File: src/rtl/core/tsf_pkg.sv
// Shared types, constants and weight tables of the touch sample filter.
// No dependencies; used by every module of the block but tsf_div.
package tsf_pkg;

   localparam int COORD_BITS   = 12;
   localparam int BATCH_MAX_DEF = 4;
   localparam int HIST_W       = 2;
   localparam int FILL_W       = 3;
   localparam int THR_W        = 13;
   localparam int WT_W         = 4;
   localparam int SH_W         = 3;
   localparam int ACC_W        = COORD_BITS + WT_W;
   localparam int DIST_W       = COORD_BITS + 1;
   localparam int ADDR_W       = 3;
   localparam int DATA_W       = 32;
   localparam int CMP_W        = (DIST_W > THR_W) ? DIST_W : THR_W;

   localparam logic [THR_W-1:0]  THR_RESET  = 13'd100;
   localparam logic [FILL_W-1:0] HIST_DEPTH = 3'd4;

   localparam logic CSR_IDX_THR = 1'b0;
   localparam logic KIND_SAMPLE = 1'b0;
   localparam logic KIND_PENUP  = 1'b1;

   typedef struct packed {
      logic                  kind;
      logic [COORD_BITS-1:0] sample_x;
      logic [COORD_BITS-1:0] sample_y;
      logic                  last_in_batch;
   } req_item_type;

   typedef struct packed {
      logic                  touching;
      logic [COORD_BITS-1:0] pos_x;
      logic [COORD_BITS-1:0] pos_y;
      logic [FILL_W-1:0]     history_used;
   } rsp_item_type;

   typedef enum logic [10:0] {
      ST_IDLE      = 11'b000_0000_0001,
      ST_SUM       = 11'b000_0000_0010,
      ST_MEAN      = 11'b000_0000_0100,
      ST_MEAN_WAIT = 11'b000_0000_1000,
      ST_SRCH      = 11'b000_0001_0000,
      ST_DROP      = 11'b000_0010_0000,
      ST_DROP_WAIT = 11'b000_0100_0000,
      ST_PUSH      = 11'b000_1000_0000,
      ST_WSUM      = 11'b001_0000_0000,
      ST_AVG       = 11'b010_0000_0000,
      ST_SEND      = 11'b100_0000_0000
   } state_type;

   typedef struct packed {
      logic store;
      logic batch_begin;
      logic pen_clear;
      logic sum_step;
      logic div_start;
      logic div_drop;
      logic take_mean;
      logic srch_step;
      logic push;
      logic wsum_step;
      logic res_avg;
      logic out_load;
   } cmd_type;

   typedef struct packed {
      logic idx_end;
      logic div_done;
      logic big_batch;
      logic push_single;
      logic wsum_end;
      logic out_free;
   } status_type;

   // Weight of history entry pos (newest first) for a history of fill entries.
   function automatic logic [WT_W-1:0] hist_weight(input logic [FILL_W-1:0] fill,
                                                   input logic [HIST_W-1:0] pos);
      logic [WT_W-1:0] w;
      w = '0;
      case (fill)
         3'd2: begin
            case (pos)
               2'd0:    w = 4'd5;
               2'd1:    w = 4'd3;
               default: w = 4'd0;
            endcase
         end
         3'd3: begin
            case (pos)
               2'd0:    w = 4'd8;
               2'd1:    w = 4'd5;
               2'd2:    w = 4'd3;
               default: w = 4'd0;
            endcase
         end
         3'd4: begin
            case (pos)
               2'd0:    w = 4'd6;
               2'd1:    w = 4'd4;
               default: w = 4'd3;
            endcase
         end
         default: w = 4'd0;
      endcase
      return w;
   endfunction

   // Normalizing shift that goes with the weights above.
   function automatic logic [SH_W-1:0] hist_shift(input logic [FILL_W-1:0] fill);
      logic [SH_W-1:0] sh;
      case (fill)
         3'd2:    sh = 3'd3;
         default: sh = 3'd4;
      endcase
      return sh;
   endfunction

endpackage

File: src/rtl/core/tsf_div.sv
// Two-lane restoring divider, one quotient bit per cycle for each lane.
// Depends on nothing but its parameters.
module tsf_div #(
   parameter int DVD_W = 14,
   parameter int DVS_W = 3
) (
   input  logic             clock,
   input  logic             reset,
   input  logic             start,
   input  logic [DVD_W-1:0] dvd_x,
   input  logic [DVD_W-1:0] dvd_y,
   input  logic [DVS_W-1:0] dvs,
   output logic             done,
   output logic [DVD_W-1:0] quo_x,
   output logic [DVD_W-1:0] quo_y
);

   localparam int STEP_W = $clog2(DVD_W + 1);

   logic [DVD_W-1:0]  qx_ff, qx_in, qy_ff, qy_in;
   logic [DVS_W-1:0]  rx_ff, rx_in, ry_ff, ry_in, dvs_ff, dvs_in;
   logic [STEP_W-1:0] step_ff, step_in;
   logic              busy_ff, busy_in;
   logic [DVS_W:0]    tx, ty, dx, dy;
   logic              gex, gey;

   always_comb begin
      tx  = {rx_ff, qx_ff[DVD_W-1]};
      ty  = {ry_ff, qy_ff[DVD_W-1]};
      dx  = tx - {1'b0, dvs_ff};
      dy  = ty - {1'b0, dvs_ff};
      gex = tx >= {1'b0, dvs_ff};
      gey = ty >= {1'b0, dvs_ff};

      qx_in   = qx_ff;
      qy_in   = qy_ff;
      rx_in   = rx_ff;
      ry_in   = ry_ff;
      dvs_in  = dvs_ff;
      step_in = step_ff;
      busy_in = busy_ff;

      if (start) begin
         qx_in   = dvd_x;
         qy_in   = dvd_y;
         rx_in   = '0;
         ry_in   = '0;
         dvs_in  = dvs;
         step_in = STEP_W'(DVD_W);
         busy_in = 1'b1;
      end else if (busy_ff) begin
         qx_in   = {qx_ff[DVD_W-2:0], gex};
         qy_in   = {qy_ff[DVD_W-2:0], gey};
         rx_in   = gex ? dx[DVS_W-1:0] : tx[DVS_W-1:0];
         ry_in   = gey ? dy[DVS_W-1:0] : ty[DVS_W-1:0];
         step_in = step_ff - STEP_W'(1);
         busy_in = step_ff != STEP_W'(1);
      end
   end

   always_ff @(posedge clock) begin
      if (reset) begin
         busy_ff <= 1'b0;
         step_ff <= '0;
      end else begin
         busy_ff <= busy_in;
         step_ff <= step_in;
      end
      qx_ff  <= qx_in;
      qy_ff  <= qy_in;
      rx_ff  <= rx_in;
      ry_ff  <= ry_in;
      dvs_ff <= dvs_in;
   end

   assign done  = !busy_ff;
   assign quo_x = qx_ff;
   assign quo_y = qy_ff;

endmodule

File: src/rtl/core/tsf_ctrl.sv
// Sequencer of the touch sample filter: one-hot state machine issuing
// datapath commands. Depends on tsf_pkg.
module tsf_ctrl (
   input  logic                clock,
   input  logic                reset,
   input  logic                req_valid,
   input  logic                req_kind,
   input  logic                req_last,
   input  tsf_pkg::status_type status,
   output logic                req_ready,
   output tsf_pkg::cmd_type    cmd
);

   tsf_pkg::state_type state_ff, state_in;

   always_comb begin
      state_in  = state_ff;
      cmd       = '0;
      req_ready = 1'b0;
      unique case (state_ff)
         tsf_pkg::ST_IDLE: begin
            req_ready = 1'b1;
            if (req_valid) begin
               if (req_kind == tsf_pkg::KIND_PENUP) begin
                  cmd.pen_clear = 1'b1;
                  state_in      = tsf_pkg::ST_SEND;
               end else begin
                  cmd.store = 1'b1;
                  if (req_last) begin
                     cmd.batch_begin = 1'b1;
                     state_in        = tsf_pkg::ST_SUM;
                  end
               end
            end
         end
         tsf_pkg::ST_SUM: begin
            cmd.sum_step = 1'b1;
            if (status.idx_end) begin
               state_in = tsf_pkg::ST_MEAN;
            end
         end
         tsf_pkg::ST_MEAN: begin
            cmd.div_start = 1'b1;
            state_in      = tsf_pkg::ST_MEAN_WAIT;
         end
         tsf_pkg::ST_MEAN_WAIT: begin
            if (status.div_done) begin
               cmd.take_mean = 1'b1;
               state_in = status.big_batch ? tsf_pkg::ST_SRCH : tsf_pkg::ST_PUSH;
            end
         end
         tsf_pkg::ST_SRCH: begin
            cmd.srch_step = 1'b1;
            if (status.idx_end) begin
               state_in = tsf_pkg::ST_DROP;
            end
         end
         tsf_pkg::ST_DROP: begin
            cmd.div_start = 1'b1;
            cmd.div_drop  = 1'b1;
            state_in      = tsf_pkg::ST_DROP_WAIT;
         end
         tsf_pkg::ST_DROP_WAIT: begin
            if (status.div_done) begin
               state_in = tsf_pkg::ST_PUSH;
            end
         end
         tsf_pkg::ST_PUSH: begin
            cmd.push = 1'b1;
            state_in = status.push_single ? tsf_pkg::ST_SEND : tsf_pkg::ST_WSUM;
         end
         tsf_pkg::ST_WSUM: begin
            cmd.wsum_step = 1'b1;
            if (status.wsum_end) begin
               state_in = tsf_pkg::ST_AVG;
            end
         end
         tsf_pkg::ST_AVG: begin
            cmd.res_avg = 1'b1;
            state_in    = tsf_pkg::ST_SEND;
         end
         tsf_pkg::ST_SEND: begin
            if (status.out_free) begin
               cmd.out_load = 1'b1;
               state_in     = tsf_pkg::ST_IDLE;
            end
         end
         default: begin
            state_in = tsf_pkg::ST_IDLE;
         end
      endcase
   end

   always_ff @(posedge clock) begin
      if (reset) begin
         state_ff <= tsf_pkg::ST_IDLE;
      end else begin
         state_ff <= state_in;
      end
   end

endmodule

File: src/rtl/core/tsf_dp.sv
// Datapath of the touch sample filter: batch store, sums, outlier search,
// history ring, weighted average and result register. Depends on tsf_pkg
// and tsf_div.
module tsf_dp #(
   parameter int BATCH_MAX = tsf_pkg::BATCH_MAX_DEF
) (
   input  logic                          clock,
   input  logic                          reset,
   input  tsf_pkg::cmd_type              cmd,
   output tsf_pkg::status_type           status,
   input  tsf_pkg::req_item_type         req_item,
   input  logic [tsf_pkg::THR_W-1:0]     thr,
   input  logic                          rsp_ready,
   output logic                          rsp_valid,
   output tsf_pkg::rsp_item_type         rsp_item
);

   localparam int CW    = tsf_pkg::COORD_BITS;
   localparam int CNT_W = $clog2(BATCH_MAX + 1);
   localparam int IDX_W = (BATCH_MAX > 1) ? $clog2(BATCH_MAX) : 1;
   localparam int SUM_W = CW + IDX_W;
   localparam int HW    = tsf_pkg::HIST_W;
   localparam int FW    = tsf_pkg::FILL_W;
   localparam int AW    = tsf_pkg::ACC_W;
   localparam int DW    = tsf_pkg::DIST_W;
   localparam int KW    = tsf_pkg::CMP_W;

   logic [CW-1:0]    bx_ff [BATCH_MAX];
   logic [CW-1:0]    bx_in [BATCH_MAX];
   logic [CW-1:0]    by_ff [BATCH_MAX];
   logic [CW-1:0]    by_in [BATCH_MAX];
   logic [CW-1:0]    hx_ff [4];
   logic [CW-1:0]    hx_in [4];
   logic [CW-1:0]    hy_ff [4];
   logic [CW-1:0]    hy_in [4];
   logic [CNT_W-1:0] cnt_ff, cnt_in;
   logic [IDX_W-1:0] idx_ff, idx_in;
   logic [SUM_W-1:0] sx_ff, sx_in, sy_ff, sy_in;
   logic [CW-1:0]    ax_ff, ax_in, ay_ff, ay_in;
   logic [DW-1:0]    dmax_ff, dmax_in;
   logic [CW-1:0]    dropx_ff, dropx_in, dropy_ff, dropy_in;
   logic [HW-1:0]    head_ff, head_in, hidx_ff, hidx_in;
   logic [FW-1:0]    fill_ff, fill_in;
   logic [AW-1:0]    accx_ff, accx_in, accy_ff, accy_in;
   tsf_pkg::rsp_item_type res_ff, res_in, rsp_ff, rsp_in;
   logic             rsp_valid_ff, rsp_valid_in;

   logic [CW-1:0]    bsel_x, bsel_y, px, py, hsel_x, hsel_y, prev_x, prev_y;
   logic [SUM_W-1:0] dvd_x, dvd_y, quo_x, quo_y;
   logic [CNT_W-1:0] dvs;
   logic             div_done, jump, push_single;
   logic [DW-1:0]    d_srch, d_jump;
   logic [HW-1:0]    prev, sn;
   logic [FW-1:0]    fill_eff, fill_new;
   logic [tsf_pkg::WT_W-1:0] wt;
   logic [tsf_pkg::SH_W-1:0] sh;
   logic [AW-1:0]    avg_x, avg_y;

   function automatic logic [CW-1:0] absdiff(input logic [CW-1:0] a,
                                             input logic [CW-1:0] b);
      return (a > b) ? a - b : b - a;
   endfunction

   tsf_div #(
      .DVD_W (SUM_W),
      .DVS_W (CNT_W)
   ) u_div (
      .clock (clock),
      .reset (reset),
      .start (cmd.div_start),
      .dvd_x (dvd_x),
      .dvd_y (dvd_y),
      .dvs   (dvs),
      .done  (div_done),
      .quo_x (quo_x),
      .quo_y (quo_y)
   );

   always_comb begin
      bsel_x = bx_ff[idx_ff];
      bsel_y = by_ff[idx_ff];
      px     = quo_x[CW-1:0];
      py     = quo_y[CW-1:0];

      dvd_x = cmd.div_drop ? sx_ff - SUM_W'(dropx_ff) : sx_ff;
      dvd_y = cmd.div_drop ? sy_ff - SUM_W'(dropy_ff) : sy_ff;
      dvs   = cmd.div_drop ? cnt_ff - CNT_W'(1) : cnt_ff;

      d_srch = DW'(absdiff(bsel_x, ax_ff)) + DW'(absdiff(bsel_y, ay_ff));

      // jump check against the newest history entry
      prev     = head_ff - HW'(1);
      prev_x   = hx_ff[prev];
      prev_y   = hy_ff[prev];
      d_jump   = DW'(absdiff(px, prev_x)) + DW'(absdiff(py, prev_y));
      jump     = (fill_ff != '0) && (KW'(d_jump) > KW'(thr));
      fill_eff = jump ? '0 : fill_ff;
      fill_new = (fill_eff < tsf_pkg::HIST_DEPTH) ? fill_eff + FW'(1) : fill_eff;
      push_single = fill_new == FW'(1);

      // weighted sum walks from the newest entry backwards
      sn     = head_ff - HW'(1) - hidx_ff;
      hsel_x = hx_ff[sn];
      hsel_y = hy_ff[sn];
      wt     = tsf_pkg::hist_weight(fill_ff, hidx_ff);
      sh     = tsf_pkg::hist_shift(fill_ff);
      avg_x  = accx_ff >> sh;
      avg_y  = accy_ff >> sh;

      status.idx_end     = (CNT_W'(idx_ff) + CNT_W'(1)) == cnt_ff;
      status.div_done    = div_done;
      status.big_batch   = (CNT_W+2)'(cnt_ff) >= (CNT_W+2)'(3);
      status.push_single = push_single;
      status.wsum_end    = ({1'b0, hidx_ff} + FW'(1)) == fill_ff;
      status.out_free    = !rsp_valid_ff || rsp_ready;
   end

   always_comb begin
      bx_in        = bx_ff;
      by_in        = by_ff;
      hx_in        = hx_ff;
      hy_in        = hy_ff;
      cnt_in       = cnt_ff;
      idx_in       = idx_ff;
      sx_in        = sx_ff;
      sy_in        = sy_ff;
      ax_in        = ax_ff;
      ay_in        = ay_ff;
      dmax_in      = dmax_ff;
      dropx_in     = dropx_ff;
      dropy_in     = dropy_ff;
      head_in      = head_ff;
      hidx_in      = hidx_ff;
      fill_in      = fill_ff;
      accx_in      = accx_ff;
      accy_in      = accy_ff;
      res_in       = res_ff;
      rsp_in       = rsp_ff;
      rsp_valid_in = rsp_valid_ff;

      if (cmd.store && (cnt_ff < CNT_W'(BATCH_MAX))) begin
         bx_in[cnt_ff[IDX_W-1:0]] = req_item.sample_x;
         by_in[cnt_ff[IDX_W-1:0]] = req_item.sample_y;
         cnt_in = cnt_ff + CNT_W'(1);
      end
      if (cmd.batch_begin) begin
         idx_in = '0;
         sx_in  = '0;
         sy_in  = '0;
      end
      if (cmd.pen_clear) begin
         cnt_in  = '0;
         head_in = '0;
         fill_in = '0;
         res_in  = '0;
      end
      if (cmd.sum_step) begin
         sx_in  = sx_ff + SUM_W'(bsel_x);
         sy_in  = sy_ff + SUM_W'(bsel_y);
         idx_in = status.idx_end ? '0 : idx_ff + IDX_W'(1);
      end
      if (cmd.take_mean) begin
         ax_in = px;
         ay_in = py;
      end
      if (cmd.srch_step) begin
         // keep the earliest sample on ties
         if ((idx_ff == '0) || (d_srch > dmax_ff)) begin
            dmax_in  = d_srch;
            dropx_in = bsel_x;
            dropy_in = bsel_y;
         end
         idx_in = status.idx_end ? '0 : idx_ff + IDX_W'(1);
      end
      if (cmd.push) begin
         hx_in[head_ff] = px;
         hy_in[head_ff] = py;
         head_in = head_ff + HW'(1);
         fill_in = fill_new;
         cnt_in  = '0;
         hidx_in = '0;
         accx_in = '0;
         accy_in = '0;
         if (push_single) begin
            res_in = {1'b1, px, py, FW'(1)};
         end
      end
      if (cmd.wsum_step) begin
         accx_in = accx_ff + AW'(hsel_x) * AW'(wt);
         accy_in = accy_ff + AW'(hsel_y) * AW'(wt);
         hidx_in = hidx_ff + HW'(1);
      end
      if (cmd.res_avg) begin
         res_in = {1'b1, avg_x[CW-1:0], avg_y[CW-1:0], fill_ff};
      end
      if (cmd.out_load) begin
         rsp_in       = res_ff;
         rsp_valid_in = 1'b1;
      end else if (rsp_ready) begin
         rsp_valid_in = 1'b0;
      end
   end

   always_ff @(posedge clock) begin
      if (reset) begin
         cnt_ff       <= '0;
         idx_ff       <= '0;
         head_ff      <= '0;
         fill_ff      <= '0;
         hidx_ff      <= '0;
         rsp_valid_ff <= 1'b0;
      end else begin
         cnt_ff       <= cnt_in;
         idx_ff       <= idx_in;
         head_ff      <= head_in;
         fill_ff      <= fill_in;
         hidx_ff      <= hidx_in;
         rsp_valid_ff <= rsp_valid_in;
      end
      bx_ff    <= bx_in;
      by_ff    <= by_in;
      hx_ff    <= hx_in;
      hy_ff    <= hy_in;
      sx_ff    <= sx_in;
      sy_ff    <= sy_in;
      ax_ff    <= ax_in;
      ay_ff    <= ay_in;
      dmax_ff  <= dmax_in;
      dropx_ff <= dropx_in;
      dropy_ff <= dropy_in;
      accx_ff  <= accx_in;
      accy_ff  <= accy_in;
      res_ff   <= res_in;
      rsp_ff   <= rsp_in;
   end

   assign rsp_valid = rsp_valid_ff;
   assign rsp_item  = rsp_ff;

endmodule

File: src/rtl/core/touch_sample_filter_core.sv
// Touch sample filter: smooths batches of raw touch samples into position
// reports. Top level joining the controller, datapath and threshold register.
// Depends on tsf_pkg, tsf_ctrl, tsf_dp and tsf_div.
//
// req channel (valid/ready): one item per handshake, a raw sample or a pen-up
// event (kind = 1). A sample with last_in_batch set closes the batch; drop
// samples past BATCH_MAX in a batch. rsp channel (valid/ready): one item per
// closing sample and per pen-up event. APB port: jump threshold at byte
// address 0 (reset value 100).
// A sample that does not close a batch is taken while the sequencer stays
// idle, so such samples go back to back. A closing sample sums the batch and
// divides for the mean; with three samples or more the one farthest from the
// mean is dropped and the rest divided again. The mean enters the history, a
// weighted sum runs if the history holds more than one entry, and the result
// goes to the output register; no new item is taken until then. SUM_W =
// COORD_BITS + log2(BATCH_MAX) is the width of the sum fed to the divider.
// A pen-up event clears the history and goes straight to the send state.
// Reset empties the batch and the history and drops any pending result. A
// stalled receiver holds the result in the output register; the block still
// takes items and stalls only when a second result is ready to go out.
module touch_sample_filter_core #(
   parameter int BATCH_MAX = tsf_pkg::BATCH_MAX_DEF
) (
   input  logic                               clock,
   input  logic                               reset,
   // input items
   input  logic                               req_valid,
   output logic                               req_ready,
   input  tsf_pkg::req_item_type              req_item,
   // result items
   output logic                               rsp_valid,
   input  logic                               rsp_ready,
   output tsf_pkg::rsp_item_type              rsp_item,
   // register port
   input  logic                               psel,
   input  logic                               penable,
   input  logic                               pwrite,
   input  logic [tsf_pkg::ADDR_W-1:0]         paddr,
   input  logic [tsf_pkg::DATA_W-1:0]         pwdata,
   output logic [tsf_pkg::DATA_W-1:0]         prdata,
   output logic                               pready
);

   tsf_pkg::cmd_type    cmd;
   tsf_pkg::status_type status;

   logic [tsf_pkg::THR_W-1:0] thr_ff, thr_in;
   logic                      reg_idx;
   logic                      wr_en;

   // Register access: word index from the byte address, write on access.
   assign reg_idx = paddr[2];
   assign wr_en   = psel && penable && pwrite;
   assign pready  = 1'b1;

   always_comb begin
      thr_in = thr_ff;
      prdata = '0;
      unique case (reg_idx)
         tsf_pkg::CSR_IDX_THR: begin
            prdata = tsf_pkg::DATA_W'(thr_ff);
            if (wr_en) begin
               thr_in = pwdata[tsf_pkg::THR_W-1:0];
            end
         end
         default: begin
            // unmapped: read zero, drop writes
            prdata = '0;
         end
      endcase
   end

   always_ff @(posedge clock) begin
      if (reset) begin
         thr_ff <= tsf_pkg::THR_RESET;
      end else begin
         thr_ff <= thr_in;
      end
   end

   // Sequencer: decides what the datapath does each cycle.
   tsf_ctrl u_ctrl (
      .clock     (clock),
      .reset     (reset),
      .req_valid (req_valid),
      .req_kind  (req_item.kind),
      .req_last  (req_item.last_in_batch),
      .status    (status),
      .req_ready (req_ready),
      .cmd       (cmd)
   );

   // Datapath: batch math, history and output register.
   tsf_dp #(
      .BATCH_MAX (BATCH_MAX)
   ) u_dp (
      .clock     (clock),
      .reset     (reset),
      .cmd       (cmd),
      .status    (status),
      .req_item  (req_item),
      .thr       (thr_ff),
      .rsp_ready (rsp_ready),
      .rsp_valid (rsp_valid),
      .rsp_item  (rsp_item)
   );

endmodule

File: config.mk
export PLATFORM = sky130hd
export DESIGN_NAME = touch_sample_filter_core
export DESIGN_NICKNAME = d
export VERILOG_FILES = /design/src/rtl/core/tsf_pkg.sv /design/src/rtl/core/tsf_div.sv /design/src/rtl/core/tsf_ctrl.sv /design/src/rtl/core/tsf_dp.sv /design/src/rtl/core/touch_sample_filter_core.sv
export SDC_FILE = /design/constraint.sdc
export NUM_CORES = 1
export LEC_CHECK = 0
export CORE_ASPECT_RATIO = 1.25
export CORE_MARGIN = 1
export CORE_UTILIZATION = 45
export DETAILED_ROUTE_END_ITERATION = 12
export DONT_BUFFER_PORTS = 1
export PLACE_DENSITY_LB_ADDON = 0.12
export SLEW_MARGIN = 20
export SYNTH_ARGS = -nofsm -noshare
export SYNTH_HDL_FRONTEND = slang
export SYNTH_SLANG_ARGS = --single-unit
File: constraint.sdc
create_clock -name clock -period 10.1 [get_ports clock]
set_clock_uncertainty 0.05 [all_clocks]
set_input_delay 0.505 -clock clock [delete_from_list [all_inputs] [get_ports clock]]
set_output_delay 0.505 -clock clock [all_outputs]
set_load 0.05 [all_outputs]
# Yosys cells after proc, flatten, opt, wreduce, memory -nomap -nowiden
# Index checks and enable logic that the tools add are counted.
# word_totals
regBits	448
word_cells	260
output_inout_bits	63
input_bits	68
# classes
reduce_logical	24
bitwise_logic	6
mux	102
eq_ne	28
n_addsub	29
order_cmp	18
n_mul	2
shift	2
# ops
op	count
$mux W12	18
$bwmux W48	4
$bmux W12 S2	6
$mux W14	9
$pmux W11 S11	1
$mux W11	10
$sub A12 B12 Y12	8
$mux W28	3
$demux W12 S2	2
$gt A12 B12 Y1	4
$mux W16	3
$add A16 B16 Y16	2
$mul A12 B4 Y16	2
$shr A16 B3 Y12	2
$mux W3	10
$add A14 B12 Y14	2
$sub A14 B12 Y14	2
$mux W27	1
$add A12 B12 Y13	2
$gt A13 B13 Y1	2
$pmux W4 S3	2
$mux W1	18
$mux W2	9
$ge A3 B3 Y1 const B	5
49 further kinds	84

# Longest topological paths before layout
# Gate-level depths: netlist (run 1).
# depth
ltp_word	17
ltp_mapped	40
ltp_nobuf	32

# Hierarchy
# From an unflattened synthesis (run 1), not the netlist that was laid out.
# hier_totals
hier_cells	2692
area_unflattened_um2	30097.6
# by_module_without_submodules
mod	n_inst	area_each_um2	cells_each	seq_area_each_um2
tsf_dp	1	26336.5	2340	11060.6
tsf_div	1	2026.9	150	1151.1
tsf_ctrl	1	897.1	109	220.2
touch_sample_filter_core	1	837.1	93	260.2

# Worst setup path after synthesis (run 1)
# No wires, ideal clock.
# synth_timing
path_type	register to register
from	register u_dp.idx_ff[0]
to	register u_dp.dmax_ff[0] (enable)
n_path_buf	4
synth_period_minus_slack_ps	9328
stages_incl_launch_ff	28
setup_ps	487
arrival_ps	8790
required_time_ps	9563
path_slack_ps	772
cell_sequence	dfxtp_1 > buf_2 > buf_1 > mux4_2 > inv_1 > ha_1 > buf_2 > and4_1 > a41oi_1 > o31ai_4 > nand2_2 > buf_2 > mux2_2 > fa_1 > a21o_1 > a21oi_1 > o21bai_1 > a21oi_1 > o21bai_1 > a211oi_1 > o21bai_1 > xor2_1 > ha_1 > nand4_1 > a221oi_1 > o31a_1 > o21ai_0 > a211oi_1
# synth_between
elab_chain_len	10
elab_cells_between_ends	20
cone_classes	add/sub: 5; order compare: 3; mux: 8; bitwise: 1; reduce/logical: 3
# synth_lines
element	line_no	source
start, declared	tsf_dp.sv:37	logic [IDX_W-1:0] idx_ff, idx_in;
start signal, assigned	tsf_dp.sv:214	idx_ff <= idx_in;
$not A2 Y3 (implied by the code) *	tsf_dp.sv:80	bsel_x = bx_ff[idx_ff];
$bmux W12 S2 *	tsf_dp.sv:80	
$mux W12 (implied by the code) * (2 in a row)	tsf_dp.sv:80	
named net u_dp.bsel_x[4]	tsf_dp.sv:48	logic [CW-1:0] bsel_x, bsel_y, px, py, hsel_x, hsel_y, prev_x, prev_y;
$sub A12 B12 Y12 or $gt A12 B12 Y1 (tied branches)	tsf_dp.sv:61	return (a > b) ? a - b : b - a;
$mux W12 *	tsf_dp.sv:61	
$add A12 B12 Y13 *	tsf_dp.sv:89	d_srch = DW'(absdiff(bsel_x, ax_ff)) + DW'(absdiff(bsel_y, ay_ff));
named net u_dp.d_srch[10]	tsf_dp.sv:52	logic [DW-1:0] d_srch, d_jump;
$gt A13 B13 Y1 *	tsf_dp.sv:168	if ((idx_ff == '0) || (d_srch > dmax_ff)) begin
$logic_or A1 B1 Y1 *	tsf_dp.sv:168	
$reduce_and A2 Y1 (no line) *	--	
end signal, assigned	tsf_dp.sv:228	dmax_ff <= dmax_in;
end, declared	tsf_dp.sv:40	logic [DW-1:0] dmax_ff, dmax_in;
# Mark *: on every way through the listed nets, which the timed path passes. The rest lies on a longest branch. The select of a mux whose other input is x is not followed.
# A chain may end at the register's enable or synchronous reset.

==> flow_summary_export.csv, run 1 <==
group,metric,value,unit
status,status,"finished clean",
global_routing,grt_pass1_vias,20900,
clocking,clk_latency,0.61,ns
clocking,cts_sinks,448,
floorplanning,floorplan.die.width,232,um
timing,final_max_slew_viol_count,0,
global_routing,gr_util_all_layers,23.1,%
timing,final_critical_path_setup_slack,1.40,ns
timing,timing.max_slew.rel_slack,21.4,%
layout,mostFrequentLayoutCells,"372 x sky130_fd_sc_hd__edfxtp_1, 308 x sky130_fd_sc_hd__inv_1, 264 x sky130_fd_sc_hd__ha_1",
synthesis,synth_sequential_area_ratio,42.6,%
global_routing,gr-usage-met1,26.7,%
detailed_routing,drcViolationCount,0,
global_routing,grt_pass1_wl,118,mm
timing,hold_viol_final,0,
floorplanning,effective_utilization_at_floorplan,45.4,%
setup_path,critical_path_peak_fanout,26,
floorplanning,floorplan.io_pins,131,
clocking,h_tree_levels,2,
floorplanning,die_area,0.0672,mm^2
placed_design,finalWeightedCongestion,0.855,
setup_path,path_class,"flip-flop to flip-flop",
global_routing,grt.busiest_layer,"met2",
placed_design,dp_worst_setup_slack,1.45,ns
layout,design.final.nets,3178,
synthesis,flip_flop_and_latch_count_after_synthesis,448,
setup_path,worstPathArrival,9.19,ns
layout,layout_commonest_cell,"sky130_fd_sc_hd__edfxtp_1",
setup_path,endpoint_kind,"flip-flop",
layout,antenna_cells_inserted,0,
timing,tightest_slew,1.18,ns
detailed_routing,postRouteWirelength,76.7,mm
timing,grt_setup_unrepaired,"false",
setup_path,max_stage_delay,0.56,ns
detailed_routing,first_pass_iters,7,
timing,setup_violations,0,
synthesis,post_synth_num_cell_types,91,
synthesis,syn_inst,2734,
clocking,cts_tree,"done",
setup_path,timing.critical_path.mode_cell,"sky130_fd_sc_hd__ha_1",
placed_design,portBuffers,0,
detailed_routing,drt_iter0_drc,1232,
timing,layout_worst_path_cycle_share,86.1,%
setup_path,critical-path-slowest-cell,"sky130_fd_sc_hd__nor3_4",
timing,fmax,0.115,GHz
synthesis,synth-async-reset-ratio,0,%
worst_hold_path,worst_hold_path_type,"input port to flip-flop",
global_routing,overflow_after_grt,0,
detailed_routing,final_antenna_net_count,0,
global_routing,grt_antenna_before_repair,2,
layout,layout-area-overhead-vs-synth,9.74,%
run,drv.max_cap_violation_count,0,
synthesis,synthesis.area_per_instance,10.9,um^2
clocking,cts_buffers,49,
layout,final_area,0.0327,mm^2
clocking,cts.repair_timing.setup_buffer_count,0,
clocking,max-clock-path-buffers,3,
setup_path,crit_path_start_kind,"flip-flop",
pwr,leakagePower,13.4,nW
global_routing,groute.layer.met2.usage,43.6,%
placed_design,dp_hpwl,57.4,mm
placed_design,dpl.cell_count,3534,
setup_path,required,10.59,ns
pwr,power,0.00431,W
synthesis,yosysWarnings,0,
layout,final_cell_count_no_fill,3657,
floorplanning,core.rowCount,105,
floorplanning,core_area,0.0656,mm^2
clocking,cts.clk_slew.worst_paths,0.06,ns
detailed_routing,vias_per_cell,5.63,
synthesis,synth_enable_flop_cells,372,
layout,layout-drive-gt1-share,9.46,%
floorplanning,fp.dieH,290,um
clocking,cts.root.buffer_cell,"sky130_fd_sc_hd__clkbuf_16",
detailed_routing,average_wire_per_standard_cell,21.0,um
synthesis,synth.cell_area,0.0298,mm^2
timing,setup_total_negative_slack,0,ns
pwr,power_per_cell_area,132,mW/mm^2
global_routing,groute.layer.met3.usage,2.72,%
detailed_routing,via_count,20600,
synthesis,synth_flop_cell,"sky130_fd_sc_hd__edfxtp_1",
pwr,vdd.ir_drop.worst,0.159,mV
timing,period_needed,8.70,ns
global_routing,maximum_number_of_pins_on_one_net_before_global_route_repair,36,
placed_design,post_dp_cell_area,0.0307,mm^2
synthesized netlist by cell type (8+ instances only):
| master | n | area [um^2] |
|---|---|---|
| sky130_fd_sc_hd__o21a_1 | 12 | 90.1 |
| sky130_fd_sc_hd__nand2_1 | 255 | 957 |
| sky130_fd_sc_hd__nor4_1 | 8 | 50.1 |
| sky130_fd_sc_hd__fa_1 | 82 | 1640 |
| sky130_fd_sc_hd__buf_2 | 22 | 110 |
| sky130_fd_sc_hd__a211oi_1 | 28 | 210 |
| sky130_fd_sc_hd__dfxtp_1 | 76 | 1520 |
| sky130_fd_sc_hd__xor2_1 | 46 | 403 |
| sky130_fd_sc_hd__a21o_1 | 57 | 428 |
| sky130_fd_sc_hd__o21ai_0 | 105 | 526 |
| sky130_fd_sc_hd__a21oi_1 | 164 | 821 |
| sky130_fd_sc_hd__a31oi_1 | 14 | 87.6 |
| sky130_fd_sc_hd__clkbuf_1 | 57 | 214 |
| sky130_fd_sc_hd__or2_2 | 9 | 56.3 |
| sky130_fd_sc_hd__and3_1 | 16 | 100 |
| sky130_fd_sc_hd__nand3_1 | 38 | 190 |
| sky130_fd_sc_hd__a21boi_0 | 11 | 82.6 |
| sky130_fd_sc_hd__mux2i_1 | 33 | 330 |
| sky130_fd_sc_hd__o211ai_1 | 15 | 113 |
| sky130_fd_sc_hd__mux4_2 | 72 | 1620 |
| sky130_fd_sc_hd__buf_4 | 26 | 195 |
| sky130_fd_sc_hd__or3_1 | 21 | 131 |
| sky130_fd_sc_hd__ha_1 | 264 | 3300 |
| sky130_fd_sc_hd__nand2b_1 | 18 | 113 |
| sky130_fd_sc_hd__o31ai_1 | 8 | 60.1 |
| sky130_fd_sc_hd__a221o_1 | 25 | 250 |
| sky130_fd_sc_hd__nand4_1 | 14 | 87.6 |
| sky130_fd_sc_hd__nor3_1 | 41 | 205 |
| sky130_fd_sc_hd__and2_1 | 62 | 388 |
| sky130_fd_sc_hd__nor2b_1 | 35 | 219 |
| sky130_fd_sc_hd__inv_1 | 308 | 1160 |
| sky130_fd_sc_hd__buf_1 | 10 | 37.5 |
| sky130_fd_sc_hd__nor2_1 | 158 | 593 |
| sky130_fd_sc_hd__xnor2_1 | 78 | 683 |
| sky130_fd_sc_hd__a31o_2 | 8 | 70.1 |
| sky130_fd_sc_hd__mux2_2 | 25 | 282 |
| sky130_fd_sc_hd__edfxtp_1 | 372 | 11200 |
what timing repair did:
action | 4_1_cts | 5_1_grt
gates resized for setup | 0 | 0
endpoints found under the hold margin | 126 | 0
hold buffers | 35 | 0
final cells by class:
class                      count  area, um^2
clock buffer                  56        1260
clock inverter                32         325
fill                        5889       32900
inverter                     308        1160
multi-input combinational   1881       15500
sequential                   448       12700
tap                          856        1070
timing repair buffer          76         668
path summary, 6_finish.rpt:
path	depth (start not counted)	slack, ns	end	from
worst max-delay path	31	1.40	u_dp.res_ff[5]$_DFF_P_	u_dp.head_ff[1]$_SDFFE_PP0P_
worst max register to register	31	1.40	u_dp.res_ff[5]$_DFF_P_	u_dp.head_ff[1]$_SDFFE_PP0P_
worst min register to register	0	0.39	u_dp.rsp_item[2]$_DFFE_PP_	u_dp.res_ff[2]$_DFF_P_
worst min-delay path	2	0.03	thr_ff[7]$_SDFFE_PP0P_	pwdata[7]
registers in the layout (all words and copies together) (netlist names), 13 cells and up:
signal and count:
u_dp.bx_ff 48, u_dp.by_ff 48, u_dp.hx_ff 48, u_dp.hy_ff 48
u_dp.res_ff 28, u_dp.rsp_item 28, u_dp.accx_ff 16, u_dp.accy_ff 16
u_dp.sx_ff 14, u_dp.sy_ff 14, u_dp.u_div.quo_x 14, u_dp.u_div.quo_y 14
thr_ff 13, u_dp.dmax_ff 13
critical path, delay by kind of cell, from the launching register on:
family,cells,cell delay (ns)
fa+ha+maj,5,1.67
flops,1,0.39
xor+xnor,1,0.36
compound gates,14,3.22
mux,2,0.76
buf+inv,4,1.14
simple gates,5,0.97
layer usage:
layer | share of wire, % | vias to the layer above
met2 | 53 | 378
met3 | 3.4 | 106
li1 | - | 9815
met5 | 0 | -
met1 | 40 | 10300
met4 | 3.5 | 0
per-stage QoR:
| step | hold WS (ns) | util [%] |
|---|---|---|
| 2_1_floorplan | 0.359 | - |
| 3_3_place_gp | 0.373 | 46.9 |
| 3_5_place_dp | 0.372 | 46.9 |
| 4_1_cts | 0.00295 | 49.8 |
| 5_1_grt | 0.0219 | 49.9 |
| 6_report | 0.0333 | 49.9 |
logic make-up (layout without fill, tap and decap cells):
group	after synthesis	count (layout)	synth area share (%)
adders and majority gates	346	346	16.6
AOI/OAI and AO/OA	541	541	12.1
buffers and inverters	423	472	5.75
DFF	448	448	42.6
xor gates and xnor gates	124	124	3.65
other	2	20	0.0252
muxes	131	131	7.55
and+or+nand+nor	719	719	11.8
where the power goes:
group	switching (W)	internal (W)
Clock	0.000771	0.00103
Combinational	0.000291	0.000190
Sequential	0.0000148	0.00202
Note: power is estimated with default switching activity, not from simulation.
==> run 2: changes to the inputs <==
Settings changed: RECOVER_POWER from default to 50.
==> run 2 against run 1 <==
  * Global-route usage is the same
  * Register-to-register slack lost 0.13 ns
  * Highest routed layer unchanged
  * Combinational power is essentially flat
  * Via count shrank 0.14%
  * The run now ends with max-capacitance violations, max-slew violations left
  * Critical path depth shrank 6
  * Clock power is essentially flat
  * Maximum frequency shrank 1.5%
  * Routed wire length is essentially flat
  * Non-clock buffer count is the same
  * Worst hold slack gained 0.00090 ns
  * Worst setup slack lost 0.13 ns
  * Final cell count is the same
==> flow_summary_export.csv, run 2 (synthesis results as in run 1) <==
group,metric,value,unit
placed_design,finalWeightedCongestion,0.855,
floorplanning,effective_utilization_at_floorplan,45.4,%
floorplanning,floorplan.io_pins,131,
setup_path,r2r_start,"u_dp.idx_ff[0]$_SDFFE_PP0P_",
floorplanning,die_area,0.0672,mm^2
timing,fmax,0.113,GHz
layout,mostFrequentLayoutCells,"372 x sky130_fd_sc_hd__edfxtp_1, 308 x sky130_fd_sc_hd__inv_1, 264 x sky130_fd_sc_hd__ha_1",
timing,hold_viol_final,0,
setup_path,worstPathArrival,9.03,ns
global_routing,maximum_number_of_pins_on_one_net_before_global_route_repair,36,
setup_path,required,10.30,ns
setup_path,endpoint_kind,"flip-flop",
detailed_routing,final_antenna_net_count,0,
layout,antenna_cells_inserted,0,
timing,tightest_slew,2.07,ns
layout,layout-area-overhead-vs-synth,9.38,%
placed_design,portBuffers,0,
clocking,hold_buffer_count_at_cts,35,
clocking,clk_latency,0.61,ns
clocking,cts_tree,"done",
pwr,power_per_cell_area,132,mW/mm^2
global_routing,grt_pass1_vias,20900,
detailed_routing,drt_iter0_drc,1310,
setup_path,worstSetupEndpoint,"u_dp.dropx_ff[4]$_DFFE_PP_",
clocking,max-clock-path-buffers,3,
setup_path,worstRegToRegCells,25,
placed_design,dp_hpwl,57.4,mm
setup_path,critical_path.reg2reg.endpoint,"u_dp.dropx_ff[4]$_DFFE_PP_",
detailed_routing,vias_per_cell,5.62,
clocking,cts_buffers,49,
timing,period_needed,8.83,ns
placed_design,post_dp_cell_area,0.0307,mm^2
timing,setup_violations,0,
detailed_routing,average_wire_per_standard_cell,21.0,um
placed_design,dp_worst_setup_slack,1.45,ns
global_routing,overflow_after_grt,0,
setup_path,critical_path_peak_fanout,21,
timing,layout_worst_path_cycle_share,87.5,%
status,failed_checks,"max-capacitance violations, max-slew violations",
pwr,vdd.ir_drop.worst,0.158,mV
floorplanning,floorplan.die.width,232,um
clocking,cts.repair_timing.setup_buffer_count,0,
layout,layout_commonest_cell,"sky130_fd_sc_hd__edfxtp_1",
detailed_routing,drcViolationCount,0,
global_routing,grt_pass1_wl,118,mm
global_routing,gr_util_all_layers,23.1,%
setup_path,cp-startpoint,"u_dp.idx_ff[0]$_SDFFE_PP0P_",
global_routing,grt_antenna_before_repair,2,
clocking,cts_sinks,448,
detailed_routing,first_pass_iters,7,
timing,setup_total_negative_slack,0,ns
layout,final_area,0.0326,mm^2
timing,grt_setup_unrepaired,"false",
detailed_routing,via_count,20600,
floorplanning,core_area,0.0656,mm^2
detailed_routing,postRouteWirelength,76.8,mm
floorplanning,fp.dieH,290,um
timing,fin_hold_ws,0.0342,ns
floorplanning,core.rowCount,105,
status,status,"finished with violations",
setup_path,reg2reg_slack,1.27,ns
worst_hold_path,worst_hold_path_type,"input port to flip-flop",
run,drv.max_cap_violation_count,6,
timing,timing.max_slew.rel_slack,-40.0,%
layout,design.final.nets,3178,
clocking,cts.clk_slew.worst_paths,0.06,ns
pwr,leakagePower,13.3,nW
timing,final_critical_path_setup_slack,1.27,ns
setup_path,path_class,"flip-flop to flip-flop",
layout,final_core_utilization,49.7,%
setup_path,crit_path_start_kind,"flip-flop",
timing,final_max_slew_viol_count,146,
clocking,cts.root.buffer_cell,"sky130_fd_sc_hd__clkbuf_16",
clocking,h_tree_levels,2,
clocking,post_cts.resized_instances,0,
layout,layout-drive-gt1-share,8.75,%
[run 2: layer usage]
layer,GRT usage [%],up-vias,part of all wire (%)
met3,2.72,113,3.7
li1,-,9818,-
met4,8.22,0,3.7
met1,26.7,10200,40
met2,43.6,389,53
met5,0,-,0
[run 2: through the flow]
stage	instances	power, W
final	3657	0.00431
after detailed placement	3534	0.00253
after floorplan	2752	0.00243
after global routing	3657	0.00446
after global placement	3534	0.00252
after CTS	3657	0.00436
[run 2: how the worst min path moves through the flow]
| stage | slack (ns) | to | cells after the start | startpoint |
|---|---|---|---|---|
| 6_report | 0.03 | thr_ff[7]$_SDFFE_PP0P_ | 2 | pwdata[7] |
| 5_1_grt | 0.02 | thr_ff[7]$_SDFFE_PP0P_ | 2 | pwdata[7] |
| 4_1_cts | 0.003 | thr_ff[7]$_SDFFE_PP0P_ | 2 | pwdata[7] |
| 3_5_place_dp | 0.37 | u_dp.rsp_item[1]$_DFFE_PP_ | 0 | u_dp.res_ff[1]$_DFF_P_ |
| 3_3_place_gp | 0.37 | u_dp.rsp_item[27]$_DFFE_PP_ | 0 | u_dp.res_ff[27]$_SDFF_PP1_ |
| 2_1_floorplan | 0.36 | u_dp.rsp_item[25]$_DFFE_PP_ | 0 | u_dp.res_ff[25]$_DFF_P_ |
[run 2: power breakdown]
part	internal, W	leakage (nW)	switching, W	total (W)
Sequential	0.00202	3.95	0.0000146	0.00203
Combinational	0.000188	8.59	0.000290	0.000479
Clock	0.00103	0.767	0.000770	0.00180
[run 2: layout make-up]
type                       count  area [um^2]
sequential                   448        12700
clock inverter                32          325
fill                        5909        33000
clock buffer                  56         1260
tap                          856         1070
inverter                     308         1160
timing repair buffer          76          612
multi-input combinational   1881        15500
[run 2: worst max-delay path, stage by stage (launching register included)]
cell,delay (ns)
sky130_fd_sc_hd__dfxtp_1,1.18
sky130_fd_sc_hd__clkbuf_1,0.64
sky130_fd_sc_hd__mux4_2,0.67
sky130_fd_sc_hd__inv_1,0.09
sky130_fd_sc_hd__ha_1,0.33
sky130_fd_sc_hd__and4_1,0.27
sky130_fd_sc_hd__a41oi_1,0.38
sky130_fd_sc_hd__o31ai_4,0.18
sky130_fd_sc_hd__nand2_2,0.34
sky130_fd_sc_hd__mux2_2,0.42
sky130_fd_sc_hd__fa_1,0.43
sky130_fd_sc_hd__a21o_1,0.18
sky130_fd_sc_hd__a21oi_1,0.22
sky130_fd_sc_hd__o21bai_1,0.11
sky130_fd_sc_hd__a21oi_1,0.23
sky130_fd_sc_hd__o21bai_1,0.12
sky130_fd_sc_hd__a211oi_1,0.37
sky130_fd_sc_hd__o21bai_1,0.15
sky130_fd_sc_hd__xor2_1,0.18
sky130_fd_sc_hd__ha_1,0.30
sky130_fd_sc_hd__nand4_1,0.13
sky130_fd_sc_hd__a221oi_1,0.26
sky130_fd_sc_hd__o31a_1,0.17
sky130_fd_sc_hd__o21ai_0,0.12
sky130_fd_sc_hd__a211oi_4,0.50
sky130_fd_sc_hd__buf_4,0.42
==> run 3: changes to the inputs <==
Settings changed: CORE_MARGIN 1 to 2.
==> run 3 against run 2 <==
  * Power up 1.7%
  * Sequential cell count stayed put
  * Largest power group unchanged
  * Worst hold slack gained 0.0098 ns
  * Highest routed layer unchanged
  * The run still ends with max-capacitance violations, max-slew violations left
==> flow_summary_export.csv, run 3 (synthesis results as in run 1) <==
group,metric,value,unit
worst_hold_path,worst_hold_path_type,"input port to flip-flop",
setup_path,path_class,"flip-flop to flip-flop",
timing,final_critical_path_setup_slack,1.21,ns
status,status,"finished with violations",
timing,grt_setup_unrepaired,"false",
detailed_routing,final_antenna_net_count,0,
setup_path,reg2reg_slack,1.21,ns
global_routing,gr_util_all_layers,22.4,%
global_routing,grt_antenna_before_repair,2,
setup_path,critical-path-slowest-cell,"sky130_fd_sc_hd__nor4_1",
floorplanning,effective_utilization_at_floorplan,45.4,%
timing,tightest_slew,2.81,ns
setup_path,timing.critical_path.mode_cell,"sky130_fd_sc_hd__ha_1",
layout,mostFrequentLayoutCells,"372 x sky130_fd_sc_hd__edfxtp_1, 308 x sky130_fd_sc_hd__inv_1, 264 x sky130_fd_sc_hd__ha_1",
detailed_routing,drt_iter0_drc,1207,
clocking,cts_buffers,48,
timing,period_needed,8.89,ns
clocking,post_cts.resized_instances,0,
clocking,cts.clk_slew.worst_paths,0.06,ns
timing,timing.max_slew.rel_slack,-87.9,%
detailed_routing,via_count,20400,
global_routing,overflow_after_grt,0,
status,failed_checks,"max-capacitance violations, max-slew violations",
layout,layout-drive-gt1-share,8.53,%
timing,final_max_slew_viol_count,169,
layout,layout-area-overhead-vs-synth,9.66,%
global_routing,grt_pass1_wl,117,mm
timing,fin_hold_ws,0.0440,ns
setup_path,critical_path_peak_fanout,26,
layout,final_cell_count_no_fill,3657,
layout,design.final.nets,3177,
setup_path,critical_path_buf_inv_count,3,
clocking,cts.repair_timing.setup_buffer_count,0,
layout,layout_commonest_cell,"sky130_fd_sc_hd__edfxtp_1",
clocking,max-clock-path-buffers,3,
global_routing,maximum_number_of_pins_on_one_net_before_global_route_repair,34,
pwr,vdd.ir_drop.worst,0.160,mV
timing,setup_violations,0,
timing,fmax,0.113,GHz
placed_design,dpl.cell_count,3531,
placed_design,portBuffers,0,
floorplanning,fp.dieH,292,um
clocking,cts_sinks,448,
floorplanning,core_area,0.0656,mm^2
detailed_routing,first_pass_iters,5,
placed_design,finalWeightedCongestion,0.920,
clocking,cts.root.buffer_cell,"sky130_fd_sc_hd__clkbuf_16",
setup_path,max_stage_delay,0.82,ns
run,drv.max_cap_violation_count,8,
setup_path,crit_path_start_kind,"flip-flop",
clocking,hold_buffer_count_at_cts,38,
detailed_routing,vias_per_cell,5.57,
clocking,clk_latency,0.60,ns
floorplanning,floorplan.die.width,234,um
placed_design,dp_hpwl,56.9,mm
pwr,power_per_cell_area,134,mW/mm^2
placed_design,dp_worst_setup_slack,1.13,ns
global_routing,grt_pass1_vias,20900,
timing,hold_viol_final,0,
layout,antenna_cells_inserted,0,
setup_path,critical_path.top_delay_family,"compound AO/OA/AOI/OAI gates",
setup_path,endpoint_kind,"flip-flop",
pwr,leakagePower,13.4,nW
floorplanning,core.rowCount,105,
detailed_routing,postRouteWirelength,75.5,mm
floorplanning,floorplan.io_pins,131,
setup_path,worstPathArrival,9.38,ns
clocking,cts_tree,"done",
timing,layout_worst_path_cycle_share,88.0,%
clocking,h_tree_levels,2,
timing,setup_total_negative_slack,0,ns
layout,final_core_utilization,49.8,%
detailed_routing,average_wire_per_standard_cell,20.6,um
detailed_routing,drcViolationCount,0,
floorplanning,die_area,0.0683,mm^2
setup_path,required,10.59,ns
[run 3: metrics by stage]
step	total power, W	instance area, um^2
after detailed placement	0.00253	30700
after global placement	0.00252	30700
final	0.00438	32700
after floorplan	0.00243	29900
after global routing	0.00455	32700
after CTS	0.00444	32800
[run 3: layout make-up]
type / instances / area [um^2]
inverter: 308 / 1160
sequential: 448 / 12700
fill: 5860 / 32900
timing repair buffer: 76 / 643
tap: 856 / 1070
clock buffer: 62 / 1310
multi-input combinational: 1881 / 15400
clock inverter: 26 / 358
[run 3: worst paths after layout]
kind	start	endpoint	cells after the start
worst max-delay path	u_dp.head_ff[1]$_SDFFE_PP0P_	u_dp.res_ff[8]$_DFF_P_	29
worst min-delay path	req_item[25]	u_dp.cnt_ff[2]$_SDFFE_PP0P_	2
worst max register to register	u_dp.head_ff[1]$_SDFFE_PP0P_	u_dp.res_ff[8]$_DFF_P_	29
worst min register to register	u_dp.res_ff[2]$_DFF_P_	u_dp.rsp_item[2]$_DFFE_PP_	0
[run 3: power by group]
part,switching [W],internal [W]
registers,0.0000147,0.00202
clock network,0.000752,0.00112
logic,0.000289,0.000189
total,0.00106,0.00332
[run 3: layer usage]
layer | GRT usage, % | share of wire, % | routed length, um | vias up
li1 | - | - | - | 9813
met1 | 26.0 | 40 | 30300 | 10100
met2 | 42.1 | 53 | 40300 | 375
met3 | 2.36 | 3.0 | 2270 | 107
met4 | 7.73 | 3.5 | 2640 | 0
met5 | 0 | 0 | 0 | -
